--- src/rtl/core/usmf_pkg.sv ---
// ----------------------------------------------------------------------------
// usmf_pkg
// shared widths, reset values, register map and types of the range filter
// ----------------------------------------------------------------------------
package usmf_pkg;

    localparam int ECHO_W    = 16;
    localparam int DIST_W    = 19;
    localparam int LEVEL_W   = 16;
    localparam int SCALE_W   = 11;
    localparam int PROD_W    = ECHO_W + SCALE_W;
    localparam int FRAC_W    = 8;
    localparam int COUNT_W   = 2;
    localparam int APB_DW    = 32;
    localparam int APB_AW    = 4;
    localparam int S_DATA_W  = 16;
    localparam int M_DATA_W  = 56;
    localparam int M_USER_W  = 2;

    localparam int BURST_LEN_DEF = 3;

    localparam logic [SCALE_W-1:0] DIST_SCALE   = SCALE_W'(1124);
    localparam logic [DIST_W-1:0]  MIN_DIST_RST = DIST_W'(512);
    localparam logic [DIST_W-1:0]  MAX_DIST_RST = DIST_W'(102400);
    localparam logic [DIST_W-1:0]  STOP_DIST_RST = DIST_W'(2560);
    localparam logic [LEVEL_W-1:0] RUN_LEVEL_RST = LEVEL_W'(58981);

    typedef enum logic [1:0] {
        REG_MIN_DIST  = 2'd0,
        REG_MAX_DIST  = 2'd1,
        REG_STOP_DIST = 2'd2,
        REG_RUN_LEVEL = 2'd3
    } reg_idx_t;

    typedef struct packed {
        logic [DIST_W-1:0]  min_dist;
        logic [DIST_W-1:0]  max_dist;
        logic [DIST_W-1:0]  stop_dist;
        logic [LEVEL_W-1:0] run_level;
    } cfg_t;

    typedef struct packed {
        logic [DIST_W-1:0]  sample_distance;
        logic               sample_ok;
        logic               burst_done;
        logic [DIST_W-1:0]  med_dist;
        logic               median_ok;
        logic               stop_motors;
        logic [LEVEL_W-1:0] drive_level;
    } res_t;

endpackage

--- src/rtl/core/usmf_burst.sv ---
// ----------------------------------------------------------------------------
// usmf_burst
// distance conversion, window check, burst state and median stop decision
// ----------------------------------------------------------------------------
module usmf_burst #(
    parameter int BURST_LEN = usmf_pkg::BURST_LEN_DEF
) (
    input  logic                          aclk,
    input  logic                          aresetn,
    input  logic                          step,
    input  logic [usmf_pkg::ECHO_W-1:0]   echo_us,
    input  usmf_pkg::cfg_t                cfg,
    output usmf_pkg::res_t                res
);
    import usmf_pkg::*;

    localparam int BLEN   = (BURST_LEN < 1) ? 1 : ((BURST_LEN > 3) ? 3 : BURST_LEN);
    localparam int SLOT_W = $clog2(BLEN + 1);
    localparam int KEEP_N = 3;

    logic [SLOT_W-1:0]  slot_reg, slot_next;
    logic [COUNT_W-1:0] count_reg, count_next;
    logic [LEVEL_W-1:0] applied_reg, applied_next;
    logic [DIST_W-1:0]  keep_reg [KEEP_N];
    logic [DIST_W-1:0]  keep_now [KEEP_N];
    logic [KEEP_N-1:0]  keep_wr;

    logic [PROD_W-1:0]  prod;
    logic [DIST_W-1:0]  sample_dist;
    logic               ok;
    logic               done;
    logic [COUNT_W-1:0] n_kept;
    logic [DIST_W-1:0]  lo_ab, hi_ab, mid_c, med3, med;
    logic               stop;

    assign prod        = PROD_W'(echo_us) * PROD_W'(DIST_SCALE);
    assign sample_dist = prod[FRAC_W +: DIST_W];
    assign ok          = (sample_dist >= cfg.min_dist) && (sample_dist <= cfg.max_dist);

    always_comb begin
        for (int i = 0; i < KEEP_N; i++) begin
            keep_wr[i]  = ok && (count_reg == COUNT_W'(i));
            keep_now[i] = keep_wr[i] ? sample_dist : keep_reg[i];
        end
    end

    assign n_kept = (|keep_wr) ? count_reg + COUNT_W'(1) : count_reg;
    assign done   = (slot_reg == SLOT_W'(BLEN - 1));

    // median network over the three slots
    assign lo_ab = (keep_now[0] < keep_now[1]) ? keep_now[0] : keep_now[1];
    assign hi_ab = (keep_now[0] > keep_now[1]) ? keep_now[0] : keep_now[1];
    assign mid_c = (hi_ab < keep_now[2]) ? hi_ab : keep_now[2];
    assign med3  = (lo_ab > mid_c) ? lo_ab : mid_c;

    always_comb begin
        case (n_kept)
            COUNT_W'(0): med = '0;
            COUNT_W'(1): med = keep_now[0];
            COUNT_W'(2): med = hi_ab;
            default:     med = med3;
        endcase
    end

    assign stop = done && (n_kept != '0) && (med <= cfg.stop_dist);

    always_comb begin
        slot_next    = slot_reg;
        count_next   = n_kept;
        applied_next = applied_reg;
        if (done) begin
            slot_next    = '0;
            count_next   = '0;
            applied_next = stop ? '0 : cfg.run_level;
        end else begin
            slot_next = slot_reg + SLOT_W'(1);
        end
    end

    always_ff @(posedge aclk) begin
        if (!aresetn) begin
            slot_reg    <= '0;
            count_reg   <= '0;
            applied_reg <= RUN_LEVEL_RST;
        end else if (step) begin
            slot_reg    <= slot_next;
            count_reg   <= count_next;
            applied_reg <= applied_next;
        end
    end

    always_ff @(posedge aclk) begin
        for (int i = 0; i < KEEP_N; i++) begin
            if (step && keep_wr[i]) begin
                keep_reg[i] <= sample_dist;
            end
        end
    end

    always_comb begin
        res.sample_distance = sample_dist;
        res.sample_ok       = ok;
        res.burst_done      = done;
        res.median_ok       = done && (n_kept != '0);
        res.med_dist        = res.median_ok ? med : '0;
        res.stop_motors     = stop;
        res.drive_level     = applied_next;
    end

endmodule

--- src/rtl/core/ultrasonic_median_stop_filter_core.sv ---
// ----------------------------------------------------------------------------
// ultrasonic_median_stop_filter_core
// echo width to distance, valid window, median of each burst, motor stop
// pipeline: input transfer to result through the input register and the result register
// throughput: one transfer per cycle; input stalls only while both registers are
// full and m_tready is low
// reset: synchronous, active low; clears pipeline valids, burst slot and kept count,
// loads register defaults and the run level as applied level
// ----------------------------------------------------------------------------
module ultrasonic_median_stop_filter_core #(
    parameter int BURST_LEN = usmf_pkg::BURST_LEN_DEF
) (
    input  logic                            aclk,
    input  logic                            aresetn,
    // [15:0] echo_us
    input  logic [usmf_pkg::S_DATA_W-1:0]   s_tdata,
    input  logic                            s_tvalid,
    output logic                            s_tready,
    // [18:0] sample_distance, [37:19] median of the burst, [38] stop_motors,
    // [54:39] drive_level, [55] zero
    output logic [usmf_pkg::M_DATA_W-1:0]   m_tdata,
    // [0] sample_ok, [1] median_ok
    output logic [usmf_pkg::M_USER_W-1:0]   m_tuser,
    // burst_done
    output logic                            m_tlast,
    output logic                            m_tvalid,
    input  logic                            m_tready,
    input  logic                            psel,
    input  logic                            penable,
    input  logic                            pwrite,
    input  logic [usmf_pkg::APB_AW-1:0]     paddr,
    input  logic [usmf_pkg::APB_DW-1:0]     pwdata,
    output logic [usmf_pkg::APB_DW-1:0]     prdata,
    output logic                            pready
);
    import usmf_pkg::*;

    cfg_t               cfg_reg;
    reg_idx_t           reg_idx;
    logic               cfg_wr;

    logic               in_valid_reg;
    logic [ECHO_W-1:0]  in_echo_reg;
    logic               out_valid_reg;
    res_t               out_reg;
    res_t               res;
    logic               adv;
    logic               step;

    // configuration port
    assign pready  = 1'b1;
    assign reg_idx = reg_idx_t'(paddr[3:2]);
    assign cfg_wr  = psel && penable && pwrite && pready;

    always_ff @(posedge aclk) begin
        if (!aresetn) begin
            cfg_reg.min_dist  <= MIN_DIST_RST;
            cfg_reg.max_dist  <= MAX_DIST_RST;
            cfg_reg.stop_dist <= STOP_DIST_RST;
            cfg_reg.run_level <= RUN_LEVEL_RST;
        end else if (cfg_wr) begin
            case (reg_idx)
                REG_MIN_DIST:  cfg_reg.min_dist  <= pwdata[DIST_W-1:0];
                REG_MAX_DIST:  cfg_reg.max_dist  <= pwdata[DIST_W-1:0];
                REG_STOP_DIST: cfg_reg.stop_dist <= pwdata[DIST_W-1:0];
                REG_RUN_LEVEL: cfg_reg.run_level <= pwdata[LEVEL_W-1:0];
                default: ;
            endcase
        end
    end

    always_comb begin
        case (reg_idx)
            REG_MIN_DIST:  prdata = APB_DW'(cfg_reg.min_dist);
            REG_MAX_DIST:  prdata = APB_DW'(cfg_reg.max_dist);
            REG_STOP_DIST: prdata = APB_DW'(cfg_reg.stop_dist);
            REG_RUN_LEVEL: prdata = APB_DW'(cfg_reg.run_level);
            default:       prdata = '0;
        endcase
    end

    // two-stage pipeline
    assign adv      = !out_valid_reg || m_tready;
    assign step     = in_valid_reg && adv;
    assign s_tready = !in_valid_reg || adv;

    always_ff @(posedge aclk) begin
        if (!aresetn) begin
            in_valid_reg  <= 1'b0;
            out_valid_reg <= 1'b0;
        end else begin
            if (s_tready) begin
                in_valid_reg <= s_tvalid;
            end
            if (adv) begin
                out_valid_reg <= in_valid_reg;
            end
        end
    end

    always_ff @(posedge aclk) begin
        if (s_tready && s_tvalid) begin
            in_echo_reg <= s_tdata[ECHO_W-1:0];
        end
        if (step) begin
            out_reg <= res;
        end
    end

    usmf_burst #(
        .BURST_LEN (BURST_LEN)
    ) u_burst (
        .aclk    (aclk),
        .aresetn (aresetn),
        .step    (step),
        .echo_us (in_echo_reg),
        .cfg     (cfg_reg),
        .res     (res)
    );

    assign m_tvalid = out_valid_reg;
    assign m_tlast  = out_reg.burst_done;
    assign m_tuser  = {out_reg.median_ok, out_reg.sample_ok};
    assign m_tdata  = {1'b0, out_reg.drive_level, out_reg.stop_motors,
                       out_reg.med_dist, out_reg.sample_distance};

    // checks
    a_stop_needs_median: assert property (@(posedge aclk) disable iff (!aresetn)
        out_valid_reg && out_reg.stop_motors |->
            out_reg.median_ok && out_reg.burst_done && (out_reg.drive_level == '0))
        else $error("stop without median at burst end");

    a_mid_burst_quiet: assert property (@(posedge aclk) disable iff (!aresetn)
        out_valid_reg && !out_reg.burst_done |->
            !out_reg.median_ok && !out_reg.stop_motors && (out_reg.med_dist == '0))
        else $error("decision fields set mid burst");

    a_stall_only_full: assert property (@(posedge aclk) disable iff (!aresetn)
        !s_tready |-> in_valid_reg && out_valid_reg && !m_tready)
        else $error("input stalled with room in pipeline");

    a_run_level_applied: assert property (@(posedge aclk) disable iff (!aresetn)
        step && res.burst_done && !res.stop_motors |=>
            out_reg.drive_level == $past(cfg_reg.run_level))
        else $error("run level not applied at burst end");

endmodule

--- config.mk ---
export PLATFORM = sky130hd
export DESIGN_NAME = ultrasonic_median_stop_filter_core
export DESIGN_NICKNAME = d
export VERILOG_FILES = /design/src/rtl/core/usmf_pkg.sv /design/src/rtl/core/usmf_burst.sv /design/src/rtl/core/ultrasonic_median_stop_filter_core.sv
export SDC_FILE = /design/constraint.sdc
export NUM_CORES = 1
export LEC_CHECK = 0
export ABC_CLOCK_PERIOD_IN_PS = 32000
export BUFFER_PORTS_ARGS = -buffer_cell sky130_fd_sc_hd__clkbuf_2
export CORE_MARGIN = 5
export CORE_UTILIZATION = 55
export DETAILED_ROUTE_END_ITERATION = 7
export MAX_ROUTING_LAYER = met4
export PLACE_DENSITY = 0.75
export RECOVER_POWER = 100
export SLEW_MARGIN = 20
export SYNTH_ARGS = -nofsm -noshare
export SYNTH_HDL_FRONTEND = slang
export SYNTH_SLANG_ARGS = --single-unit
--- constraint.sdc ---
create_clock -name aclk -period 32 [get_ports aclk]
set_input_delay 3.2 -clock aclk [delete_from_list [all_inputs] [get_ports aclk]]
set_output_delay 3.2 -clock aclk [all_outputs]
set_load 0.02 [all_outputs]
# --- Yosys cells after proc, flatten, opt, wreduce, memory -nomap -nowiden ---
# Memory sizes are Yosys's and may differ from the RTL's.
# Index checks and enable logic that the tools add are counted.
totals:
  ff_bits: 169
  output_inout_bits: 94
  mem_count: 1
  ram_bits: 57
mem_list:
  columns: ["name", "depth", "word_bits", "rd", "rd_ports_with_merged_regs", "wr", "line_no", "source"]
  rows:
  - ["u_burst.keep_reg", 3, 19, 3, 0, 1, "usmf_burst.sv:24", "logic [DIST_W-1:0] keep_reg [KEEP_N];"]
classes:
  add_sub_neg: 2
  n_mul: 1
  n_eq_ne: 8
  mux: 26
  reduce_logical: 28
  n_lt_le_gt_ge: 7
op_table:
  columns: ["operator", "count"]
  rows:
  - ["19-bit two-way mux", 9]
  - ["32-bit case mux with 4 select lines", 1]
  - ["19-bit case mux with 3 select lines", 1]
  - ["19-bit greater-than comparator", 2]
  - ["19-bit <= comparator", 2]
  - ["19-bit < comparator", 2]
  - ["19-bit OR reduction", 2]
  - ["16-bit two-way mux", 2]
  - ["16-bit by 9-bit multiplier with 25-bit output (second input constant)", 1]
  - ["19-bit >= comparator", 1]
  - ["1-bit logical AND", 13]
  - ["2-bit equality test (second input constant)", 5]
  - ["2-bit two-way mux", 5]
  - ["1-bit two-way mux", 8]
  - ["2-bit AND reduction", 4]
  - ["2-bit by 1-bit equality test with 1-bit output (second input constant)", 3]
  - ["2-bit zero test", 3]
  - ["2-bit by 1-bit adder with 2-bit output (second input constant)", 2]
  - ["3-bit OR reduction", 1]
  - ["1-bit zero test", 2]
  - ["1-bit logical OR", 2]
  - ["2-bit nonzero test", 1]

# --- Longest topological paths before layout ---
# Gate-level depths: netlist of the first run.
depth:
  ltp_word: 16
  mapped_depth: 67

# --- Hierarchy ---
# From an unflattened synthesis of the first run, not the netlist that was laid out.
hier_totals:
  hier_cells: 1587
  hier_area_um2: 15692.6
by_module_without_submodules:
  columns: ["module", "area_each_um2", "cells_each", "n_inst"]
  rows:
  - ["usmf_burst", 10045.9, 1178, 1]
  - ["ultrasonic_median_stop_filter_core", 5646.7, 409, 1]

# --- Least setup slack after synthesis of the first run ---
# Ideal clock, no wire load.
synth_path:
  kind: "flip-flop to flip-flop"
  from: "reg in_echo_reg[8]"
  to: "reg out_reg, in the netlist m_tdata[40], data pin"
  slack_ns: 17.482
  period_less_slack_ns: 14.518
  arrival_time_ns: 14.366
  path_stages_with_launch: 65
  setup_ns: 0.152
  path_buffers: 7
  cell_sequence: "edfxtp_1 ha_1 ha_1 fa_1 inv_1 fa_1 inv_1 ha_1 o21ai_0 a211oi_1 a211o_1 a2111o_1 a21o_1 and2_1 ha_1 a21o_1 a21oi_1 o221ai_1 [... 29 more ...] nor4_1 o21a_1 o31a_1 o21ai_0 o311ai_0 and2_1 a22o_1 nor3_1 ha_1 nand3_1 o22ai_1 nor2_1 o21ai_0 a211oi_1 a221oi_1 clkbuf_1 o21ai_0 o21ai_0"
synth_lines:
  columns: ["element", "line_no", "source"]
  rows:
  - ["from (decl)", "ultrasonic_median_stop_filter_core.sv:43", "logic [ECHO_W-1:0] in_echo_reg;"]
  - ["from (signal assigned)", "ultrasonic_median_stop_filter_core.sv:103", "in_echo_reg <= s_tdata[ECHO_W-1:0];"]
  - ["to (signal assigned)", "ultrasonic_median_stop_filter_core.sv:106", "out_reg <= res;"]
  - ["to (decl)", "ultrasonic_median_stop_filter_core.sv:45", "res_t out_reg;"]

==> metrics.cfg, run 1 <==
[logic_synthesis]
synth.most_common_cell = nand2_1
syn_area_sq_um = 15900
synthTopCellsByArea = edfxtp_1, ha_1, dfxtp_1, nand2_1, mux2i_1
yosys.area.top_type = edfxtp_1
ys_ff_latch = 226
synth_ff_type = edfxtp_1
seq_area_frac_synth_pct = 36.6
yosys_warnings = 0
synth.top_cell.area_share_pct = 24.7
netlist_instances = 1585
yosys-top-cells-count = nand2_1, ha_1, edfxtp_1
synth_cell_types = 87
synth_edf_count = 131
syn_area_per_cell_sq_um = 10.1
async_flop_share_pct = 0

[detailed_routing]
antenna_violating_nets_post_route = 0
drc = 0
wire_per_inst_um = 22.3
drtPass1Iterations = 5
drtIter0Drc = 1089
vias_per_cell = 6.23
num_vias = 13100
drt_wl_total_mm = 46.9

[clock_tree]
cts_root_buf = clkbuf_16
clk_path_buf_depth = 3
worstSkewPairLatency_ns = 0.56
cts_inserted_buffers = 26
htree_num_levels = 1
cts-resized-gates = 0
cts_setup_buffers = 0
cts_tree = done
clk_pin_slew_worst_paths_ns = 0.06
hold_buffers = 0
clock-sinks = 226

[power_and_ir_drop]
peakVddDrop_uv = 54.5
p_leak_nw = 6.88
power.density_nw_per_um2 = 82.0

[floorplan]
core_area_sq_um = 28700
die-area_sq_um = 32500
ioPinCount = 153
die_x_um = 180
start_util_pct = 55.6
rows = 62
die_y_um = 180

[cells_and_area]
ff_latch_area_sq_um = 5840
area_growth_pct = 9.41
instances_no_fill = 2100
fillCellCount = 2516
layout.nets = 1960
drive_gt1_share_pct = 9.27
largest_reg_flops = 73
multi_input_area_sq_um = 9110

[sta]
finalHoldViolations = 0
layout_setup_ws_ns = 7.06
setup_tns_ns = 0
setup_viol = 0
post-route-min-period_ns = 24.94
post-route-period-util_pct = 77.9
final-max-slew-violation-count = 315
finClkSkew_ns = 0.0212
rsz0062_at_grt = no
tightest_slew_ns = 4.31
fmax_ghz = 0.0401
relSlewSlack_pct = -195

[job]
max-cap-violations = 9

[placed_design]
gp_congestion = 0.996
place_ws_ns = 12.70
io_buffers = 122
hpwl_mm = 35.3
place_inst = 2051

[critical_path]
cp_common_cell = ha_1
crit_type = register to register
startpoint_type = register
worstPathMaxFanout = 19
critPathCaptureType = register
arrival_ns = 25.27
path_delay_family = compound AO/OA/AOI/OAI gates
critPathSlowestCell = a2111oi_0
cp_data_required_time_ns = 32.33
cp_slowest_stage_delay_ns = 3.33
path_buf_inv = 6

[global_route]
grt_pass1_vias = 12600
grt_max_degree = 96
grt_use_total_pct = 28.8
grt_pass1_wl_mm = 72.6
grt_overflow_total = 0
antenna_found_initial = 0

[min_path]
hp-class = register to register

[status]
violations = capacitance limit, slew limit
outcome = complete, but fails checks

==> cells by family (layout without fill, tap and decap cells) <==
logic type / Yosys count / count (layout) / share of synthesized area [%]
flops: 226 / 226 / 36.6
simple gates: 395 / 395 / 11.8
compound gates: 431 / 431 / 19.6
mux: 102 / 102 / 8.04
buf+inv: 209 / 326 / 5.90
other cells: 2 / 16 / 0.0471
fa+ha+maj: 206 / 206 / 17.2
xor+xnor: 14 / 14 / 0.769
==> placed cells by master, fill, tap and decap left out, types with 50 or more instances in the layout <==
cell        n
edfxtp_1  131
nand2_1   196
dfxtp_1    95
inv_1     119
clkbuf_1  103
mux2i_1    72
nor2_1     50
a21boi_0   65
ha_1      183
o21ai_0    54
a21oi_1    85
==> layout make-up <==
class | count | area share (%)
multi-input cells | 1163 | 52.2
flip-flops and latches | 226 | 33.4
repair buffers | 158 | 3.97
clock buffers | 27 | 3.81
well taps | 384 | 2.75
inverters | 120 | 2.58
clock inverters | 21 | 1.23
diodes | 1 | 0.0143
==> layer usage <==
| layer | up-vias | track usage [%] | part of all wire (%) |
|---|---|---|---|
| met2 | 533 | 44.6 | 45 |
| met5 | - | - | 0 |
| li1 | 6106 | - | - |
| met3 | 102 | 4.16 | 7.6 |
| met4 | 0 | 8.77 | 3.6 |
| met1 | 6337 | 39.7 | 44 |
==> path summary, 6_finish.rpt <==
kind	startpoint	to	slack, ns	depth (start not counted)
max reg2reg	in_echo_reg[9]	m_tdata[39]	7.06	57
max	in_echo_reg[9]	m_tdata[39]	7.06	57
min	u_burst.applied_reg[11]	u_burst.applied_reg[11]	0.48	2
min reg2reg	u_burst.applied_reg[11]	u_burst.applied_reg[11]	0.48	2
==> tightest hold or removal path, cell delays in order, from the launching register on <==
cell	delay (ns)
dfxtp_1	0.31
nand2_1	0.05
a21boi_0	0.06
==> power breakdown <==
| group | switching (mW) | internal (mW) |
|---|---|---|
| registers | 0.00667 | 0.353 |
| logic | 0.504 | 0.263 |
| clock network | 0.128 | 0.177 |
| total | 0.638 | 0.792 |
==> per-stage QoR <==
stage | utilization [%] | instance area (sq um) | total power [mW] | hold slack [ns]
detailed placement | 58.8 | 16900 | 1.15 | 0.460
global route | 60.8 | 17400 | 1.53 | 0.497
finish | 60.8 | 17400 | 1.43 | 0.476
floorplan | - | 16000 | 0.907 | 0.444
global placement | 58.8 | 16900 | 1.13 | 0.452
CTS | 61.9 | 17800 | 1.46 | 0.470
No activity file was read; power rests on OpenSTA's default activity.
==> run 2: changes to the inputs <==
--- a/config.mk
+++ b/config.mk
@@ -5,7 +5,7 @@
 export SDC_FILE = /design/constraint.sdc
 export NUM_CORES = 1
 export LEC_CHECK = 0
-export ABC_CLOCK_PERIOD_IN_PS = 32000
+export ABC_CLOCK_PERIOD_IN_PS = 23400
 export BUFFER_PORTS_ARGS = -buffer_cell sky130_fd_sc_hd__clkbuf_2
 export CORE_MARGIN = 5
 export CORE_UTILIZATION = 55
==> constraint.sdc (replaced) <==
create_clock -name aclk -period 23.4 [get_ports aclk]
set_input_delay 2.34 -clock aclk [delete_from_list [all_inputs] [get_ports aclk]]
set_output_delay 2.34 -clock aclk [all_outputs]
set_load 0.02 [all_outputs]
==> run 2 against run 1 <==
Compared with the run above:
- the flow still finishes with violations (capacitance limit, slew limit)
- first-iteration DRC count is 14% higher
- worst setup slack got worse by 4.1 ns
- clock power up 22%
- die area unchanged
- critical path depth up 4
- non-clock buffer count increased by 1
- highest routed layer unchanged
- sequential power grew 37%
- core utilization is 0.18 points lower
==> metrics.cfg, run 2 (synthesized netlist as in run 1, its figures left out) <==
[floorplan]
start_util_pct = 55.6  ; unchanged
ioPinCount = 153  ; unchanged
die_y_um = 180  ; unchanged
rows = 62  ; unchanged
die_x_um = 180  ; unchanged
die-area_sq_um = 32500  ; unchanged
core_area_sq_um = 28700  ; unchanged

[cells_and_area]
final_core_util_pct = 60.6  ; was 60.8%
postLayoutCellArea_sq_um = 17400  ; about the same
final_cell_mix = nand2_1, ha_1, edfxtp_1, inv_1, clkbuf_1  ; unchanged
area_growth_pct = 9.08  ; was 9.41%
layout.nets = 1960  ; unchanged
fillCellCount = 2493  ; was 2516
antenna_cells = 0  ; was 1
largest_reg_flops = 73  ; unchanged
drive_gt1_share_pct = 9.35  ; was 9.27%
final_common_cell = nand2_1  ; unchanged

[critical_path]
crit_type = register to register  ; unchanged
critPathSlowestCell = nor3_1  ; was a2111oi_0
cp_common_cell = ha_1  ; unchanged
arrival_ns = 20.73  ; was 25.27 ns
critPathCaptureType = register  ; unchanged
r2r_end = m_tdata[39]  ; unchanged
crit_start = in_echo_reg[8]  ; was in_echo_reg[9]
cp_data_required_time_ns = 23.73  ; was 32.33 ns
startpoint_type = register  ; unchanged
cp_slowest_stage_delay_ns = 1.59  ; was 3.33 ns
worstPathMaxFanout = 28  ; was 19
crit_end = m_tdata[39]  ; unchanged
timing.rr.start = in_echo_reg[8]  ; was in_echo_reg[9]
r2r_cells = 61  ; was 57
r2r_setup_slack_ns = 3.00  ; was 7.06 ns

[clock_tree]
cts_setup_buffers = 0  ; unchanged
worstSkewPairLatency_ns = 0.55  ; was 0.56 ns
clk_path_buf_depth = 3  ; unchanged
cts_inserted_buffers = 25  ; was 26
cts_root_buf = clkbuf_16  ; unchanged
hold_buffers = 0  ; unchanged
htree_num_levels = 1  ; unchanged
cts-resized-gates = 0  ; unchanged
clock-sinks = 226  ; unchanged
cts_tree = done  ; unchanged
clk_pin_slew_worst_paths_ns = 0.06  ; about the same

[sta]
post-route-min-period_ns = 20.40  ; was 24.94 ns
setup_tns_ns = 0  ; unchanged
finalHoldViolations = 0  ; unchanged
final-max-slew-violation-count = 223  ; was 315
rsz0062_at_grt = no  ; unchanged
fmax_ghz = 0.0490  ; was 0.0401 GHz
post-route-period-util_pct = 87.2  ; was 77.9%
relSlewSlack_pct = -171  ; was -195%
layout_setup_ws_ns = 3.00  ; was 7.06 ns
tightest_slew_ns = 4.02  ; was 4.31 ns
setup_viol = 0  ; unchanged
finClkSkew_ns = 0.0189  ; was 0.0212 ns

[detailed_routing]
drt_wl_total_mm = 45.9  ; was 46.9 mm
wire_per_inst_um = 21.9  ; was 22.3 um
drc = 0  ; unchanged
drt-met1-wl_mm = 19.2  ; was 20.5 mm
route.met2.wl_mm = 21.1  ; about the same
wl_met3_mm = 4.16  ; was 3.58 mm
drtIter0Drc = 1239  ; was 1089
num_vias = 13100  ; unchanged
highest_layer = met4  ; unchanged
vias_per_cell = 6.24  ; was 6.23
antenna_violating_nets_post_route = 0  ; unchanged
drtPass1Iterations = 8  ; was 5

[status]
outcome = complete, but fails checks  ; unchanged
violations = capacitance limit, slew limit  ; unchanged

[min_path]
hold_start = u_burst.applied_reg[7]  ; was u_burst.applied_reg[11]
holdPathStages = 2  ; unchanged
hp-class = register to register  ; unchanged

[global_route]
grt_overflow_total = 0  ; unchanged
grt_pass1_vias = 12700  ; was 12600
grt_pass1_wl_mm = 71.2  ; was 72.6 mm
antenna_found_initial = 0  ; unchanged
grt_use_total_pct = 28.1  ; was 28.8%
grt_max_degree = 96  ; unchanged

[power_and_ir_drop]
p_int_mw = 1.06  ; was 0.792 mW
power_frac_comb_pct = 55.2  ; was 53.6%
power.density_nw_per_um2 = 111  ; was 82.0 nW/um^2
seqPwrFrac_pct = 25.6  ; was 25.1%
power_switching_share_pct = 45.1  ; was 44.6%
p_leak_nw = 6.88  ; about the same
p_sw_mw = 0.867  ; was 0.638 mW
power_mw = 1.92  ; was 1.43 mW
peakVddDrop_uv = 68.3  ; was 54.5 uV
p_clk_share_pct = 19.2  ; was 21.3%

[placed_design]
io_buffers = 122  ; unchanged
place_area_sq_um = 16900  ; about the same
place_ws_ns = 5.36  ; was 12.70 ns
hpwl_mm = 34.6  ; was 35.3 mm
gp_congestion = 1.02  ; was 0.996

[job]
max-cap-violations = 5  ; was 9

## run 2: critical path, delay by kind of cell, from the launching register on
| family | cells | cell delay (ns) |
|---|---|---|
| AND/OR/NAND/NOR | 12 | 4.28 |
| AO/OA/AOI/OAI | 28 | 8.02 |
| flip-flops | 1 | 0.47 |
| buffers and inverters | 7 | 2.11 |
| multiplexers | 4 | 1.66 |
| adder cells (fa/ha/maj) | 10 | 3.60 |
## run 2: power by group through the flow
| stage | sequential (mW) | combinational, mW | clock [mW] |
|---|---|---|---|
| floorplan | 0.511 | 0.729 | 0 |
| global placement | 0.498 | 1.04 | 0 |
| detailed placement | 0.498 | 1.08 | 0 |
| CTS | 0.490 | 1.09 | 0.377 |
| global route | 0.493 | 1.16 | 0.397 |
| finish | 0.491 | 1.06 | 0.370 |
## run 2: final cells by class
class / count / area, sq um / area share [%]
Tap cell: 384 / 480 / 2.76
Clock buffer: 32 / 686 / 3.94
Timing Repair Buffer: 159 / 699 / 4.02
Sequential cell: 226 / 5840 / 33.5
Inverter: 120 / 450 / 2.59
Clock inverter: 12 / 85.1 / 0.489
Multi-Input combinational cell: 1163 / 9160 / 52.6
## run 2: worst min path at each step
stage | endpoint
floorplan | u_burst.applied_reg[11]
global placement | u_burst.applied_reg[12]
detailed placement | u_burst.applied_reg[7]
CTS | u_burst.applied_reg[7]
global route | u_burst.applied_reg[8]
finish | u_burst.applied_reg[7]
## run 2: routing by layer
layer / track usage, % / vias to the layer above
li1: - / 6114
met1: 37.6 / 6228
met2: 43.8 / 634
met3: 5.29 / 102
met4: 8.56 / 0
met5: - / -
## run 2: stage by stage
step	instances	hold slack, ns
global placement	2052	0.453
floorplan	1598	0.444
detailed placement	2052	0.459
CTS	2096	0.468
finish	2096	0.467
global route	2096	0.495
